==> config.mk <==
export PLATFORM = sky130hd
export DESIGN_NAME = ultrasonic_ping_ranger
export DESIGN_NICKNAME = d
export VERILOG_FILES = /design/src/rtl/upr_pkg.sv /design/src/rtl/ultrasonic_ping_ranger.sv
export VERILOG_INCLUDE_DIRS = /design/src /design/src/rtl
export SDC_FILE = /design/constraint.sdc
export NUM_CORES = 1
export LEC_CHECK = 0
export ABC_AREA = 1
export BUFFER_PORTS_ARGS = -buffer_cell sky130_fd_sc_hd__buf_2
export CORE_ASPECT_RATIO = 0.7
export CORE_MARGIN = 10
export CORE_UTILIZATION = 40
export DETAILED_ROUTE_END_ITERATION = 10
export PLACE_DENSITY = 0.66
export SETUP_SLACK_MARGIN = 0.15
export SLEW_MARGIN = 20
export SYNTH_ARGS = -nofsm -noshare
export SYNTH_HDL_FRONTEND = slang
export SYNTH_SLANG_ARGS = --single-unit
==> constraint.sdc <==
create_clock -name aclk -period 4.1 [get_ports aclk]
set_clock_uncertainty 0.1 [all_clocks]
set_input_delay 0.82 -clock aclk [delete_from_list [all_inputs] [get_ports aclk]]
set_output_delay 0.82 -clock aclk [all_outputs]
set_load 0.03 [all_outputs]
==> src/rtl/ultrasonic_ping_ranger_defines.svh <==
// Assertion macros for the ping ranger.
`ifndef ULTRASONIC_PING_RANGER_DEFINES_SVH
`define ULTRASONIC_PING_RANGER_DEFINES_SVH

`ifndef NO_ASSERTIONS
`define UPR_ASSERT(lbl, prop) lbl: assert property (@(posedge aclk) disable iff (!aresetn) \
    prop) else $error("ultrasonic_ping_ranger: check failed");
`define UPR_ASSERT_ALWAYS(lbl, prop) lbl: assert property (@(posedge aclk) prop) \
    else $error("ultrasonic_ping_ranger: check failed");
`else
`define UPR_ASSERT(lbl, prop)
`define UPR_ASSERT_ALWAYS(lbl, prop)
`endif

`endif

==> src/rtl/upr_pkg.sv <==
package upr_pkg;

    localparam int PCNT_W = 20;
    localparam int ECNT_W = 16;
    localparam int DIST_W = 10;
    localparam int TPC_W  = 8;
    localparam int CFG_W  = 20;
    localparam int ADDR_W = 3;
    localparam int OUT_CH = 4;

    typedef enum logic [1:0] {
        PH_REST,
        PH_TRIG,
        PH_ARMED,
        PH_CAPT
    } phase_t;

    typedef enum logic [2:0] {
        SQ_IDLE,
        SQ_READ,
        SQ_CALC,
        SQ_DIV,
        SQ_FIN,
        SQ_OUT
    } seq_t;

    typedef enum logic [ADDR_W-1:0] {
        REG_TRIGGER_TICKS,
        REG_ECHO_TIMEOUT_TICKS,
        REG_REST_TICKS,
        REG_TICKS_PER_CM,
        REG_MIN_ECHO_TICKS,
        REG_MAX_DISTANCE_CM,
        REG_NO_ECHO_CODE,
        REG_CHANNEL_ENABLE
    } reg_idx_t;

    typedef struct packed {
        phase_t              phase;
        logic [PCNT_W-1:0]   pcnt;
        logic [ECNT_W-1:0]   ecnt;
        logic                prev;
        logic [DIST_W-1:0]   dist_cm;
    } chan_state_t;

endpackage

==> src/rtl/ultrasonic_ping_ranger.sv <==
// Channel    | Dir | Beat
// s_ (tdata) | in  | one 1 us tick: echo_levels
// m_ (tdata) | out | one result per tick: trigger lines, four distances, update mask
// cfg_       | in  | register write, index per register list
//
// A tick steps each channel through the read, calc and finish states, with divide steps added for each channel whose
// echo pulse ends on that tick (bit-serial divider by ticks_per_cm), then one output state.
// Per-channel state sits in one single-port memory, read-modify-write per channel.
// Reset is synchronous, active low; valid bits make unwritten entries read as zero.
// A new tick is taken while the previous result waits in the output register.
module ultrasonic_ping_ranger #(
    parameter int CHANNELS = 4
) (
    input  logic        aclk,
    input  logic        aresetn,
    input  logic        s_tvalid,
    output logic        s_tready,
    input  logic [7:0]  s_tdata,   // [3:0] echo_levels
    output logic        m_tvalid,
    input  logic        m_tready,
    output logic [47:0] m_tdata,   // [3:0] trigger_lines, [13:4] distance_front,
                                   // [23:14] distance_back, [33:24] distance_left,
                                   // [43:34] distance_right, [47:44] updated_mask
    input  logic        cfg_we,
    input  logic [upr_pkg::ADDR_W-1:0] cfg_addr,
    input  logic [upr_pkg::CFG_W-1:0]  cfg_wdata
);

    localparam int CH_W = (CHANNELS > 1) ? $clog2(CHANNELS) : 1;
    localparam int PW = upr_pkg::PCNT_W;
    localparam int EW = upr_pkg::ECNT_W;
    localparam int DW = upr_pkg::DIST_W;
    localparam int TW = upr_pkg::TPC_W;

    // configuration
    logic [7:0]    trig_ticks_reg;
    logic [15:0]   timeout_reg;
    logic [19:0]   rest_ticks_reg;
    logic [TW-1:0] tpc_reg;
    logic [15:0]   min_echo_reg;
    logic [DW-1:0] max_dist_reg;
    logic [DW-1:0] no_echo_reg;
    logic [3:0]    chan_en_reg;

    always_ff @(posedge aclk) begin
        if (!aresetn) begin
            trig_ticks_reg <= 8'd10;
            timeout_reg    <= 16'd30000;
            rest_ticks_reg <= 20'd100000;
            tpc_reg        <= 8'd58;
            min_echo_reg   <= 16'd116;
            max_dist_reg   <= 10'd400;
            no_echo_reg    <= 10'd999;
            chan_en_reg    <= 4'hF;
        end else if (cfg_we) begin
            case (upr_pkg::reg_idx_t'(cfg_addr))
                upr_pkg::REG_TRIGGER_TICKS:      trig_ticks_reg <= cfg_wdata[7:0];
                upr_pkg::REG_ECHO_TIMEOUT_TICKS: timeout_reg    <= cfg_wdata[15:0];
                upr_pkg::REG_REST_TICKS:         rest_ticks_reg <= cfg_wdata[19:0];
                upr_pkg::REG_TICKS_PER_CM:       tpc_reg        <= cfg_wdata[7:0];
                upr_pkg::REG_MIN_ECHO_TICKS:     min_echo_reg   <= cfg_wdata[15:0];
                upr_pkg::REG_MAX_DISTANCE_CM:    max_dist_reg   <= cfg_wdata[9:0];
                upr_pkg::REG_NO_ECHO_CODE:       no_echo_reg    <= cfg_wdata[9:0];
                upr_pkg::REG_CHANNEL_ENABLE:     chan_en_reg    <= cfg_wdata[3:0];
                default: ;
            endcase
        end
    end

    // sequencer
    upr_pkg::seq_t state_reg, state_next;
    logic [CH_W-1:0] ch_reg;
    logic last_ch;
    logic need_div;
    logic mem_we;
    logic load_out;
    logic [3:0] bit_cnt_reg;

    assign last_ch = (ch_reg == CH_W'(CHANNELS - 1));

    always_comb begin
        state_next = state_reg;
        case (state_reg)
            upr_pkg::SQ_IDLE: if (s_tvalid) state_next = upr_pkg::SQ_READ;
            upr_pkg::SQ_READ: state_next = upr_pkg::SQ_CALC;
            upr_pkg::SQ_CALC: state_next = need_div ? upr_pkg::SQ_DIV : upr_pkg::SQ_FIN;
            upr_pkg::SQ_DIV:  if (bit_cnt_reg == 4'hF) state_next = upr_pkg::SQ_FIN;
            upr_pkg::SQ_FIN:  state_next = last_ch ? upr_pkg::SQ_OUT : upr_pkg::SQ_READ;
            upr_pkg::SQ_OUT:  if (!m_tvalid || m_tready) state_next = upr_pkg::SQ_IDLE;
            default:          state_next = upr_pkg::SQ_IDLE;
        endcase
    end

    always_comb begin
        s_tready = (state_reg == upr_pkg::SQ_IDLE);
        mem_we   = (state_reg == upr_pkg::SQ_FIN);
        load_out = (state_reg == upr_pkg::SQ_OUT) && (!m_tvalid || m_tready);
    end

    always_ff @(posedge aclk) begin
        if (!aresetn) begin
            state_reg <= upr_pkg::SQ_IDLE;
            ch_reg    <= '0;
        end else begin
            state_reg <= state_next;
            if (s_tvalid && s_tready) begin
                ch_reg <= '0;
            end else if (mem_we && !last_ch) begin
                ch_reg <= ch_reg + 1'b1;
            end
        end
    end

    // tick input
    logic [3:0] lvl_reg;
    always_ff @(posedge aclk) begin
        if (s_tvalid && s_tready) begin
            lvl_reg <= s_tdata[3:0];
        end
    end

    logic [CHANNELS-1:0] lvl_vec;
    logic [CHANNELS-1:0] en_vec;
    for (genvar i = 0; i < CHANNELS; i++) begin : g_ch
        if (i < upr_pkg::OUT_CH) begin : g_pin
            assign lvl_vec[i] = lvl_reg[i];
            assign en_vec[i]  = chan_en_reg[i];
        end else begin : g_nopin
            assign lvl_vec[i] = 1'b0;
            assign en_vec[i]  = 1'b0;
        end
    end

    // channel state memory
    upr_pkg::chan_state_t mem [CHANNELS];
    upr_pkg::chan_state_t rd_ent_reg;
    upr_pkg::chan_state_t wr_ent;
    logic [CHANNELS-1:0] valid_reg;
    logic rd_valid_reg;

    always_ff @(posedge aclk) begin
        if (mem_we) begin
            mem[ch_reg] <= wr_ent;
        end
        rd_ent_reg <= mem[ch_reg];
    end

    always_ff @(posedge aclk) begin
        if (!aresetn) begin
            valid_reg    <= '0;
            rd_valid_reg <= 1'b0;
        end else begin
            rd_valid_reg <= valid_reg[ch_reg];
            if (mem_we) begin
                valid_reg[ch_reg] <= 1'b1;
            end
        end
    end

    // per-channel update
    upr_pkg::chan_state_t cur, nxt;
    logic          lvl, en, edge_seen, done;
    logic [PW-1:0] pinc;
    logic [EW-1:0] einc;

    always_comb begin
        cur       = rd_valid_reg ? rd_ent_reg : '0;
        lvl       = lvl_vec[ch_reg];
        en        = en_vec[ch_reg];
        edge_seen = (lvl != cur.prev);
        pinc      = (cur.pcnt == '1) ? cur.pcnt : cur.pcnt + 1'b1;
        einc      = (cur.ecnt == '1) ? cur.ecnt : cur.ecnt + 1'b1;
        nxt       = cur;
        nxt.prev  = lvl;
        done      = 1'b0;
        need_div  = 1'b0;
        if (!en) begin
            nxt.phase = upr_pkg::PH_REST;
            nxt.pcnt  = '0;
        end else begin
            case (cur.phase)
                upr_pkg::PH_REST: begin
                    if (cur.pcnt >= rest_ticks_reg) begin
                        nxt.phase = upr_pkg::PH_TRIG;
                        nxt.pcnt  = '0;
                    end else begin
                        nxt.pcnt = pinc;
                    end
                end
                upr_pkg::PH_TRIG: begin
                    if (pinc >= PW'(trig_ticks_reg)) begin
                        nxt.phase = upr_pkg::PH_ARMED;
                        nxt.pcnt  = '0;
                    end else begin
                        nxt.pcnt = pinc;
                    end
                end
                default: begin
                    if (cur.phase == upr_pkg::PH_ARMED) begin
                        if (edge_seen) begin
                            nxt.phase = upr_pkg::PH_CAPT;
                            nxt.ecnt  = '0;
                        end
                    end else begin
                        nxt.ecnt = einc;
                        done     = edge_seen;
                    end
                    if (done) begin
                        nxt.phase = upr_pkg::PH_REST;
                        nxt.pcnt  = '0;
                        need_div  = 1'b1;
                    end else if (pinc >= PW'(timeout_reg)) begin
                        nxt.dist_cm = no_echo_reg;
                        nxt.phase   = upr_pkg::PH_REST;
                        nxt.pcnt    = '0;
                    end else begin
                        nxt.pcnt = pinc;
                    end
                end
            endcase
        end
    end

    // bit-serial divider, width / ticks_per_cm
    upr_pkg::chan_state_t ent_reg;
    logic [DW-1:0] old_dist_reg;
    logic          div_pend_reg;
    logic [EW-1:0] quo_reg;
    logic [TW-1:0] rem_reg;
    logic [TW:0]   trial;
    logic          trial_ge;

    assign trial    = {rem_reg, quo_reg[EW-1]};
    assign trial_ge = (trial >= {1'b0, tpc_reg});

    always_ff @(posedge aclk) begin
        if (state_reg == upr_pkg::SQ_CALC) begin
            ent_reg      <= nxt;
            old_dist_reg <= cur.dist_cm;
            div_pend_reg <= need_div;
            quo_reg      <= nxt.ecnt;
            rem_reg      <= '0;
            bit_cnt_reg  <= '0;
        end else if (state_reg == upr_pkg::SQ_DIV) begin
            quo_reg     <= {quo_reg[EW-2:0], trial_ge};
            rem_reg     <= trial_ge ? TW'(trial - {1'b0, tpc_reg}) : trial[TW-1:0];
            bit_cnt_reg <= bit_cnt_reg + 1'b1;
        end
    end

    logic [DW-1:0] meas_dist, fin_dist;
    always_comb begin
        if (tpc_reg == '0 || ent_reg.ecnt < min_echo_reg || quo_reg > EW'(max_dist_reg)) begin
            meas_dist = no_echo_reg;
        end else begin
            meas_dist = quo_reg[DW-1:0];
        end
        fin_dist       = div_pend_reg ? meas_dist : ent_reg.dist_cm;
        wr_ent         = ent_reg;
        wr_ent.dist_cm = fin_dist;
    end

    // per-tick result collection
    logic [CHANNELS-1:0] trig_acc_reg, upd_acc_reg;
    logic [DW-1:0] dist_out_reg [upr_pkg::OUT_CH];

    always_ff @(posedge aclk) begin
        if (!aresetn) begin
            trig_acc_reg <= '0;
            upd_acc_reg  <= '0;
            for (int i = 0; i < upr_pkg::OUT_CH; i++) begin
                dist_out_reg[i] <= '0;
            end
        end else if (s_tvalid && s_tready) begin
            trig_acc_reg <= '0;
            upd_acc_reg  <= '0;
        end else if (mem_we) begin
            trig_acc_reg[ch_reg] <= (ent_reg.phase == upr_pkg::PH_TRIG);
            upd_acc_reg[ch_reg]  <= (fin_dist != old_dist_reg);
            for (int i = 0; i < upr_pkg::OUT_CH; i++) begin
                if (32'(ch_reg) == i) begin
                    dist_out_reg[i] <= fin_dist;
                end
            end
        end
    end

    logic [3:0] trig4, upd4;
    for (genvar i = 0; i < upr_pkg::OUT_CH; i++) begin : g_mask
        if (i < CHANNELS) begin : g_on
            assign trig4[i] = trig_acc_reg[i];
            assign upd4[i]  = upd_acc_reg[i];
        end else begin : g_off
            assign trig4[i] = 1'b0;
            assign upd4[i]  = 1'b0;
        end
    end

    // output register
    logic        m_tvalid_reg;
    logic [47:0] m_tdata_reg;

    always_ff @(posedge aclk) begin
        if (!aresetn) begin
            m_tvalid_reg <= 1'b0;
        end else if (load_out) begin
            m_tvalid_reg <= 1'b1;
        end else if (m_tready) begin
            m_tvalid_reg <= 1'b0;
        end
    end

    always_ff @(posedge aclk) begin
        if (load_out) begin
            m_tdata_reg <= {upd4, dist_out_reg[3], dist_out_reg[2], dist_out_reg[1],
                            dist_out_reg[0], trig4};
        end
    end

    assign m_tvalid = m_tvalid_reg;
    assign m_tdata  = m_tdata_reg;

    `include "ultrasonic_ping_ranger_defines.svh"

    `UPR_ASSERT(a_tick_starts_at_ch0, (s_tvalid && s_tready) |=> (state_reg == upr_pkg::SQ_READ && ch_reg == '0))
    `UPR_ASSERT(a_div_rem_bound, (state_reg == upr_pkg::SQ_DIV && tpc_reg != '0) |-> (rem_reg < tpc_reg))
    `UPR_ASSERT(a_trig_only_enabled, m_tvalid |-> ((m_tdata[3:0] & ~chan_en_reg) == 4'b0))

endmodule

; ---- Word-level counts from Yosys, hierarchy flattened
; Memories as Yosys holds them, arrays and structs flattened. A register that Yosys moved wholly into a read port is not among the register bits.
; Index checks and enable logic that the tools add are counted.
[totals]
regBits = 251
ram_bits = 236
in_bits = 36
mem_count = 2
[classes]
add_sub_neg = 5
magnitude_cmp = 8
n_eq_ne = 26
muxes = 77
bitwise_logic = 6
reduce_logical = 27
[mem_list]
columns = name, words, width, read_ports, rd_ports_with_merged_regs, wr, line_no
row1 = mem, 4, 49, 1, 1, 1, ultrasonic_ping_ranger.sv:135  ; upr_pkg::chan_state_t mem [CHANNELS];
row2 = dist_out_reg, 4, 10, 4, 4, 4, ultrasonic_ping_ranger.sv:265  ; logic [DW-1:0] dist_out_reg [upr_pkg::OUT_CH];
[ops]
columns = operator, n
row1 = $mux W16, 7
row2 = $mux W10, 10
row3 = $mux W20, 4
row4 = $mux W49, 1
row5 = $pmux W22 S2, 1
row6 = $mux W1, 35
row7 = $mux W22, 1
row8 = $add A20 B1 Y20 const B, 1
row9 = $eq A20 B20 Y1 const B, 1
row10 = $ge A20 B16 Y1, 1
row11 = $ge A20 B20 Y1, 1
row12 = $ge A20 B8 Y1, 1
row13 = $eq A3 B3 Y1 const B, 6
row14 = $pmux W3 S6, 1
row15 = $add A16 B1 Y16 const B, 1
row16 = $eq A16 B16 Y1 const B, 1
row17 = $gt A16 B10 Y1, 1
row18 = $lt A16 B16 Y1, 1
row19 = $reduce_and A2 Y1, 8
row20 = $mux W3, 5
row21 = $eq A3 B2 Y1 const B, 4
row22 = $mux W2, 5
row23 = $ne A10 B10 Y1, 1
row24 = $ge A9 B8 Y1, 1
row25 = 27 further kinds, 50

; ---- Depth between registers and ports, before layout
; Gate-level depths: netlist of the first run.
[logic_depth]
ltp_word = 11
mapped_depth = 30

; ---- Worst setup path before layout of the first run
; OpenSTA, ideal clock, no wires.
[synth_timing]
path_kind = register to register
from = register state_reg[1]
to = register div_pend_reg, enable pin
setup_time_ps = 448
arrival_time_ps = 3836
required_ps = 3552
slack_ps = -284
path_stages_with_launch = 7
period_less_slack_ps = 4384
path_cell_list = dfxtp_1 inv_1 nor2_1 inv_1 nor2_1 clkbuf_1 clkbuf_1
[synth_between]
elab_chain_cells = 1
[synth_lines]
columns = item, line_no
row1 = from (decl), ultrasonic_ping_ranger.sv:71  ; upr_pkg::seq_t state_reg, state_next;
row2 = from (signal assigned), ultrasonic_ping_ranger.sv:102  ; state_reg <= upr_pkg::SQ_IDLE;
row3 = from (signal assigned), ultrasonic_ping_ranger.sv:105  ; state_reg <= state_next;
row4 = $eq A3 B2 Y1, ultrasonic_ping_ranger.sv:237  ; if (state_reg == upr_pkg::SQ_CALC) begin
row5 = to (signal assigned), ultrasonic_ping_ranger.sv:240  ; div_pend_reg <= need_div;
row6 = to (decl), ultrasonic_ping_ranger.sv:227  ; logic div_pend_reg;
; No other way between the ends.
; A chain may end at the register's enable or synchronous reset.

==> results.sh, run 1 <==
export IMPL_status="complete, no violations"
export IMPL_endpoint="ent_reg[8]"
export IMPL_ctsHoldBuffers=0
export IMPL_cp_end_kind="flip-flop"
export IMPL_grt_pass1_wl_um=93700
export IMPL_crit_required_ps=4370
export IMPL_grt_ovfl_total=0
export IMPL_dieWidth_um=307
export IMPL_reg2regPathDepth=30
export IMPL_post_drt_wl_per_cell_um=19.5
export IMPL_die_area_sq_mm=0.0676
export IMPL_period_needed_ps=4060
export IMPL_slew_headroom_pct=30.2
export IMPL_p_int_mw=9.19
export IMPL_cp_start_kind="flip-flop"
export IMPL_clk_pin_slew_ps=60
export IMPL_drt_total_wl_um=62900
export IMPL_comb_power_share_pct=10.6
export IMPL_synth_main_ff_cell="edfxtp_1"
export IMPL_largest_reg_flops=196
export IMPL_cts_buffer_depth=3
export IMPL_multi_input_area_sq_mm=0.00765
export IMPL_viasPerCell=5.36
export IMPL_drv_cap=0
export IMPL_cellPowerDensity_mw_per_mm2=458
export IMPL_vias=17300
export IMPL_crit_path_max_fanout=6
export IMPL_drv_slew=0
export IMPL_p_sw_mw=3.23
export IMPL_ys_seq_area_share_pct=62.5
export IMPL_seq_power_share_pct=50.7
export IMPL_drt_first_pass_iters=5
export IMPL_period_share_pct=99.0
export IMPL_yosys_warnings=0
export IMPL_avgSynthCellArea_sq_um=10.2
export IMPL_rr_endpoint="ent_reg[8]"
export IMPL_htreeDepth=2
export IMPL_synth_edf_count=364
export IMPL_antenna_found_initial=1
export IMPL_slowest_delay_ps=430
export IMPL_max_freq_mhz=246
export IMPL_core_area_sq_mm=0.0568
export IMPL_setup_violations=0
export IMPL_clk_latency_ps=620
export IMPL_finalPower_mw=12.4
export IMPL_fin_util_pct=47.8
export IMPL_r2r_start="rd_valid_reg"
export IMPL_final_antenna_net_count=0
export IMPL_hold_slack_ps=279
export IMPL_cts_buffers=53
export IMPL_synthCells=2258
export IMPL_crit_top_cell="nor2_4"
export IMPL_ir_worst_vdd_mv=0.316
export IMPL_dp_hpwl_um=43000
export IMPL_grt_pass1_vias=15800
export IMPL_async_reset_ff_share_pct=0
export IMPL_crit_type="flip-flop to flip-flop"
export IMPL_p_leak_nw=11.0
export IMPL_cp_slowest_cell="dfxtp_4"
export IMPL_reg2reg_setup_slack_ps=40
export IMPL_regArea_sq_mm=0.0144
export IMPL_ios=86
export IMPL_sw_frac_of_total_pct=26.0
export IMPL_synth_area_sq_mm=0.0230
export IMPL_drt_iter0_markers=1966
export IMPL_cts_tree="done"
export IMPL_clkPwrFrac_pct=38.7
export IMPL_dpl_cell_area_sq_mm=0.0248
export IMPL_final_nets=2545
export IMPL_synth_cell_types=55
export IMPL_portBuffers=81
export IMPL_synth_seq_cells=536
export IMPL_layout_drive_gt1_share_pct=16.0
export IMPL_clock_sinks=536
export IMPL_initial_utilization_pct=40.5
export IMPL_area_delta_synth_final_pct=18.0
export IMPL_post_route_drc_count=0
export IMPL_startpoint="rd_valid_reg"
export IMPL_fin_area_sq_mm=0.0271
export IMPL_die_height_um=221
export IMPL_rsz0062_at_grt="true"
export IMPL_worst_pin_slew_ps=1040
export IMPL_root_buffer="clkbuf_16"
export IMPL_nFillCells=5192
export IMPL_gp_congestion=0.919
export IMPL_grt_usage_pct=17.8
export IMPL_grt_start_max_net_pins=88
export IMPL_hold_path_class="input pin to flip-flop"
export IMPL_rows=73
export IMPL_critPathArrivalTime_ps=4330
export IMPL_synth_nets=2378
export IMPL_finalHoldViolCount=0
==> synth_stat cells (8+ instances only) <==
| master | n | area, sq um |
|---|---|---|
| nand3_1 | 86 | 430 |
| nor3_1 | 14 | 70.1 |
| nor4_1 | 8 | 50.1 |
| dfxtp_1 | 172 | 3440 |
| xor2_1 | 25 | 219 |
| inv_1 | 261 | 980 |
| or2_2 | 8 | 50.1 |
| a21oi_1 | 128 | 641 |
| nor2_1 | 268 | 1010 |
| nand2_1 | 348 | 1310 |
| o211ai_1 | 32 | 240 |
| edfxtp_1 | 364 | 10900 |
| clkbuf_1 | 67 | 251 |
| o21ai_0 | 208 | 1040 |
| ha_1 | 83 | 1040 |
| o22ai_1 | 50 | 313 |
| nand4_1 | 50 | 313 |
==> per-stage QoR <==
step,TNS (ps),setup WS (ps),std cells
floorplan,0,218,2258
global placement,-1160,-148,3095
detailed placement,-2080,-185,3095
CTS,0,146,3208
global route,-955,-79.0,3220
finish,0,40.2,3221
==> layer usage <==
layer / GRT usage (%) / wire [um] / part of all wire [%] / vias up
met5: 0 / 0 / 0 / -
met4: 4.63 / 1210 / 1.9 / 0
met3: 3.01 / 5360 / 8.5 / 85
met2: 25.6 / 26200 / 42 / 657
met1: 27.3 / 30100 / 48 / 8434
li1: - / - / - / 8094
==> worst max-delay path, delay by kind of cell (launching register included) <==
family | cells | cell delay (ps)
xor gates and xnor gates | 1 | 130
buffers and inverters | 9 | 900
AOI/OAI and AO/OA | 4 | 300
DFF | 1 | 430
and+or+nand+nor | 14 | 1590
adders and majority gates | 2 | 360
==> placed cells by master (no fill, tap or decap), types with 8 or more instances in the layout <==
| master | Yosys | routed |
|---|---|---|
| xor2_1 | 25 | 20 |
| nor2_1 | 268 | 246 |
| nand4_1 | 50 | 50 |
| or2_2 | 8 | 8 |
| clkinv_2 | 0 | 10 |
| nand2_4 | 2 | 8 |
| nor2_4 | 3 | 20 |
| a21oi_1 | 128 | 124 |
| nor4_1 | 8 | 8 |
| o21ai_0 | 208 | 204 |
| buf_6 | 1 | 9 |
| o21ai_1 | 7 | 8 |
| ha_1 | 83 | 79 |
| inv_2 | 2 | 17 |
| o211ai_1 | 32 | 32 |
| nor2_2 | 5 | 10 |
| buf_4 | 3 | 99 |
| dfxtp_1 | 172 | 169 |
| inv_1 | 261 | 245 |
| o22ai_1 | 50 | 50 |
| edfxtp_1 | 364 | 364 |
| nor3_1 | 14 | 12 |
| clkbuf_1 | 67 | 16 |
| nand2_2 | 4 | 15 |
| nand2_1 | 348 | 331 |
| clkbuf_16 | 0 | 55 |
| buf_2 | 6 | 81 |
| nand3_1 | 86 | 83 |
==> layout make-up <==
class                           count  share of cell area (%)
Clock inverter                     27                    1.01
Inverter                          265                    3.68
Timing Repair Buffer              198                    5.34
Clock buffer                       73                    5.31
Antenna cell                        1                 0.00922
Sequential cell                   536                    53.0
Tap cell                          750                    3.46
Multi-Input combinational cell   1371                    28.2
==> worst min path at each step <==
stage | start | endpoint | slack, ps | depth (start not counted)
after CTS | s_tdata[3] | lvl_reg[3] | 240 | 1
after global routing | s_tdata[3] | lvl_reg[3] | 260 | 1
final | s_tdata[3] | lvl_reg[3] | 280 | 1
after floorplan | dist_out_reg[0][6] | m_tdata[10] | 300 | 0
after global placement | dist_out_reg[3][5] | m_tdata[39] | 300 | 0
after detailed placement | dist_out_reg[1][2] | m_tdata[16] | 300 | 0
==> cells by family after synthesis <==
family	share of synthesized area [%]
buf+inv	5.92
simple gates	15.2
flops	62.5
xor+xnor	1.03
fa+ha+maj	4.61
compound gates	10.7
==> power groups by stage <==
stage | Combinational [mW] | Clock (mW) | Sequential [mW]
after floorplan | 0.823 | 0 | 6.32
after global placement | 1.21 | 0 | 6.38
after detailed placement | 1.25 | 0 | 6.40
after CTS | 1.29 | 4.87 | 6.28
after global routing | 1.47 | 5.10 | 6.32
final | 1.32 | 4.81 | 6.29
==> timing repair <==
item / 4_1_cts / 5_1_grt
resized for setup: 34 / 77
gates cloned: 2 / 3
endpoints found under the setup margin: 28 / 35
pin swaps: 9 / 21
buffers inserted: 11 / 9
(Power assumes the default switching activity.)
==> inputs of run 2 (changes only) <==
--- a/config.mk
+++ b/config.mk
@@ -6,7 +6,6 @@
 export SDC_FILE = /design/constraint.sdc
 export NUM_CORES = 1
 export LEC_CHECK = 0
-export ABC_AREA = 1
 export BUFFER_PORTS_ARGS = -buffer_cell sky130_fd_sc_hd__buf_2
 export CORE_ASPECT_RATIO = 0.7
 export CORE_MARGIN = 10
==> results.sh, run 2 <==
export IMPL_dieWidth_um=303
export IMPL_synth_seq_cells=536
export IMPL_yosys_top_cells_area="edfxtp_1, dfxtp_1, mux4_2"
export IMPL_synth_cell_types=78
export IMPL_dp_slack_ps=-101
export IMPL_critPathArrivalTime_ps=4310
export IMPL_p_leak_nw=9.62
export IMPL_cp_end_kind="flip-flop"
export IMPL_status="complete, no violations"
export IMPL_drv_slew=0
export IMPL_worst_pin_slew_ps=1020
export IMPL_clock_sinks=536
export IMPL_drt_total_wl_um=54200
export IMPL_vias=14200
export IMPL_rsz0062_at_grt="true"
export IMPL_grt_usage_pct=16.1
export IMPL_post_drt_wl_per_cell_um=20.2
export IMPL_slew_headroom_pct=32.0
export IMPL_synth_nets=1876
export IMPL_largest_reg_flops=196
export IMPL_avgSynthCellArea_sq_um=12.8
export IMPL_ys_seq_area_share_pct=64.1
export IMPL_cts_buffers=51
export IMPL_gp_congestion=0.915
export IMPL_grt_ovfl_total=0
export IMPL_cp_cell_sequence="nand2_4 > inv_4 > ha_4 > nand4_4 > or3_4 > nor4_4 > nor2_1 > xnor2_1 > inv_1 > ha_4 > a21o_1 > a21o_1 > a21oi_2 > nand2_1 > a21oi_2 > nor3_2 > or3b_4 > nand2_8 > mux2_4"
export IMPL_clk_latency_ps=600
export IMPL_dp_hpwl_um=38000
export IMPL_finalHoldViolCount=0
export IMPL_root_buffer="clkbuf_16"
export IMPL_slowest_delay_ps=490
export IMPL_ir_worst_vdd_mv=0.334
export IMPL_fin_util_pct=47.1
export IMPL_final_cell_mix="edfxtp_1, nand2_1, dfxtp_1"
export IMPL_nFillCells=4800
export IMPL_htreeDepth=2
export IMPL_crit_type="flip-flop to flip-flop"
export IMPL_synth_main_ff_cell="edfxtp_1"
export IMPL_die_area_sq_mm=0.0661
export IMPL_crit_required_ps=4330
export IMPL_hold_path_class="input pin to flip-flop"
export IMPL_crit_path_max_fanout=6
export IMPL_drv_cap=0
export IMPL_post_route_drc_count=0
export IMPL_cts_buffer_depth=3
export IMPL_p_int_mw=8.74
export IMPL_die_height_um=218
export IMPL_final_antenna_net_count=0
export IMPL_initial_utilization_pct=40.5
export IMPL_sw_frac_of_total_pct=21.4
export IMPL_setup_violations=0
export IMPL_synth_top_area_cell="edfxtp_1"
export IMPL_clkPwrFrac_pct=43.0
export IMPL_drt_iter0_markers=1310
export IMPL_fin_area_sq_mm=0.0261
export IMPL_grt_pass1_vias=13600
export IMPL_period_share_pct=99.6
export IMPL_drt_first_pass_iters=5
export IMPL_p_sw_mw=2.38
export IMPL_synthCells=1756
export IMPL_finalPower_mw=11.1
export IMPL_finalWorstSetupSlack_ps=17.7
export IMPL_yosysTopAreaCellShare_pct=48.7
export IMPL_rows=72
export IMPL_grt_pass1_wl_um=81900
export IMPL_clk_pin_slew_ps=60
export IMPL_max_freq_mhz=245
export IMPL_portBuffers=81
export IMPL_yosysMostFrequentCell="edfxtp_1"
export IMPL_period_needed_ps=4080
export IMPL_antenna_found_initial=3
export IMPL_ctsHoldBuffers=0
export IMPL_cp_slowest_cell="or3b_4"
export IMPL_final_common_cell="edfxtp_1"
export IMPL_cp_start_kind="flip-flop"
export IMPL_dpl_cell_area_sq_mm=0.0241
export IMPL_synth_area_sq_mm=0.0224
export IMPL_area_delta_synth_final_pct=16.3
export IMPL_async_reset_ff_share_pct=0
export IMPL_comb_power_share_pct=3.8
export IMPL_seq_power_share_pct=53.2
export IMPL_layout_drive_gt1_share_pct=19.6
export IMPL_grt_start_max_net_pins=85
export IMPL_ios=86
export IMPL_cellPowerDensity_mw_per_mm2=426
export IMPL_synth_edf_count=364
export IMPL_core_area_sq_mm=0.0554
export IMPL_yosys_warnings=0
export IMPL_cts_tree="done"
export IMPL_synthTopCellsByCount="edfxtp_1, nand2_1, dfxtp_1"
export IMPL_final_nets=2011
export IMPL_viasPerCell=5.29
-- run 2: cell count changes in the layout (fill, tap and decap cells not counted), moves of 32 or more --
| cell | change |
|---|---|
| inv_1 | -133 |
| buf_4 | -34 |
| xnor2_1 | +33 |
| nand3_1 | -32 |
| nand2_1 | -71 |
| mux4_2 | +52 |
| a21boi_0 | +56 |
| o21ai_0 | -155 |
| nand4_1 | -34 |
| nor2_1 | -148 |
| a21oi_1 | -90 |
| o22ai_1 | -47 |
-- run 2: path summary, 6_finish.rpt --
kind                            from     endpoint  slack (ps)  depth (start not counted)
setup reg to reg        rd_valid_reg   ent_reg[3]          20                         19
hold / removal            s_tdata[2]   lvl_reg[2]         300                          1
hold reg to reg   dist_out_reg[0][6]  m_tdata[10]         320                          0
setup / recovery        rd_valid_reg   ent_reg[3]          20                         19
-- run 2: power groups by stage --
| stage | Clock, mW | Sequential, mW | Combinational [mW] |
|---|---|---|---|
| CTS | 4.88 | 5.91 | 0.414 |
| finish | 4.78 | 5.92 | 0.423 |
| global placement | 0 | 6.02 | 0.396 |
| floorplan | 0 | 6.00 | 0.271 |
| global route | 5.07 | 5.92 | 0.468 |
| detailed placement | 0 | 6.03 | 0.408 |
-- run 2: final cells by class --
cell class / count / area, sq um / share of cell area [%]
sequential: 536 / 14400 / 55.2
multi-input combinational: 1035 / 7630 / 29.3
clock buffer: 72 / 1500 / 5.74
timing repair buffer: 151 / 977 / 3.75
tap: 740 / 926 / 3.55
inverter: 116 / 438 / 1.68
clock inverter: 24 / 223 / 0.854
antenna: 1 / 2.50 / 0.00960
-- run 2: stage by stage --
step	instances	hold slack [ps]	TNS [ps]
2_1_floorplan	1756	300	-4810
3_3_place_gp	2566	301	-442
3_5_place_dp	2566	305	-941
4_1_cts	2669	270	-270
5_1_grt	2674	274	-2750
6_report	2675	298	0
-- run 2: timing repair --
action,4_1_cts,5_1_grt
gates cloned,1,1
endpoints found under the setup margin,29,36
buffers inserted,6,4
endpoints found under the hold margin,0,0
pin swaps,8,13
gates resized for setup,10,37
-- run 2: worst max-delay path: cells and delay by family, from the launching register on --
| kind | cells | cell delay (ps) |
|---|---|---|
| adders and majority gates | 2 | 370 |
| buffers and inverters | 2 | 180 |
| and+or+nand+nor | 9 | 1590 |
| muxes | 1 | 310 |
| AOI/OAI and AO/OA | 4 | 660 |
| DFF | 1 | 400 |
| xor gates and xnor gates | 1 | 210 |
-- run 2: kinds of logic after synthesis --
group | Yosys count | synth area share [%]
flip-flops | 536 | 64.1
multiplexers | 86 | 6.85
AO/OA/AOI/OAI | 261 | 7.94
XOR/XNOR | 38 | 1.48
adder cells (fa/ha/maj) | 85 | 4.76
buffers and inverters | 186 | 3.19
AND/OR/NAND/NOR | 564 | 11.7
-- run 2: layer usage --
layer | vias up | track usage, % | wire (um) | part of all wire [%]
met5 | - | 0 | 0 | 0
met4 | 0 | 3.98 | 943 | 1.7
met3 | 72 | 3.49 | 4750 | 8.8
met2 | 452 | 21.8 | 21800 | 40
met1 | 7003 | 25.5 | 26600 | 49
li1 | 6623 | - | - | -
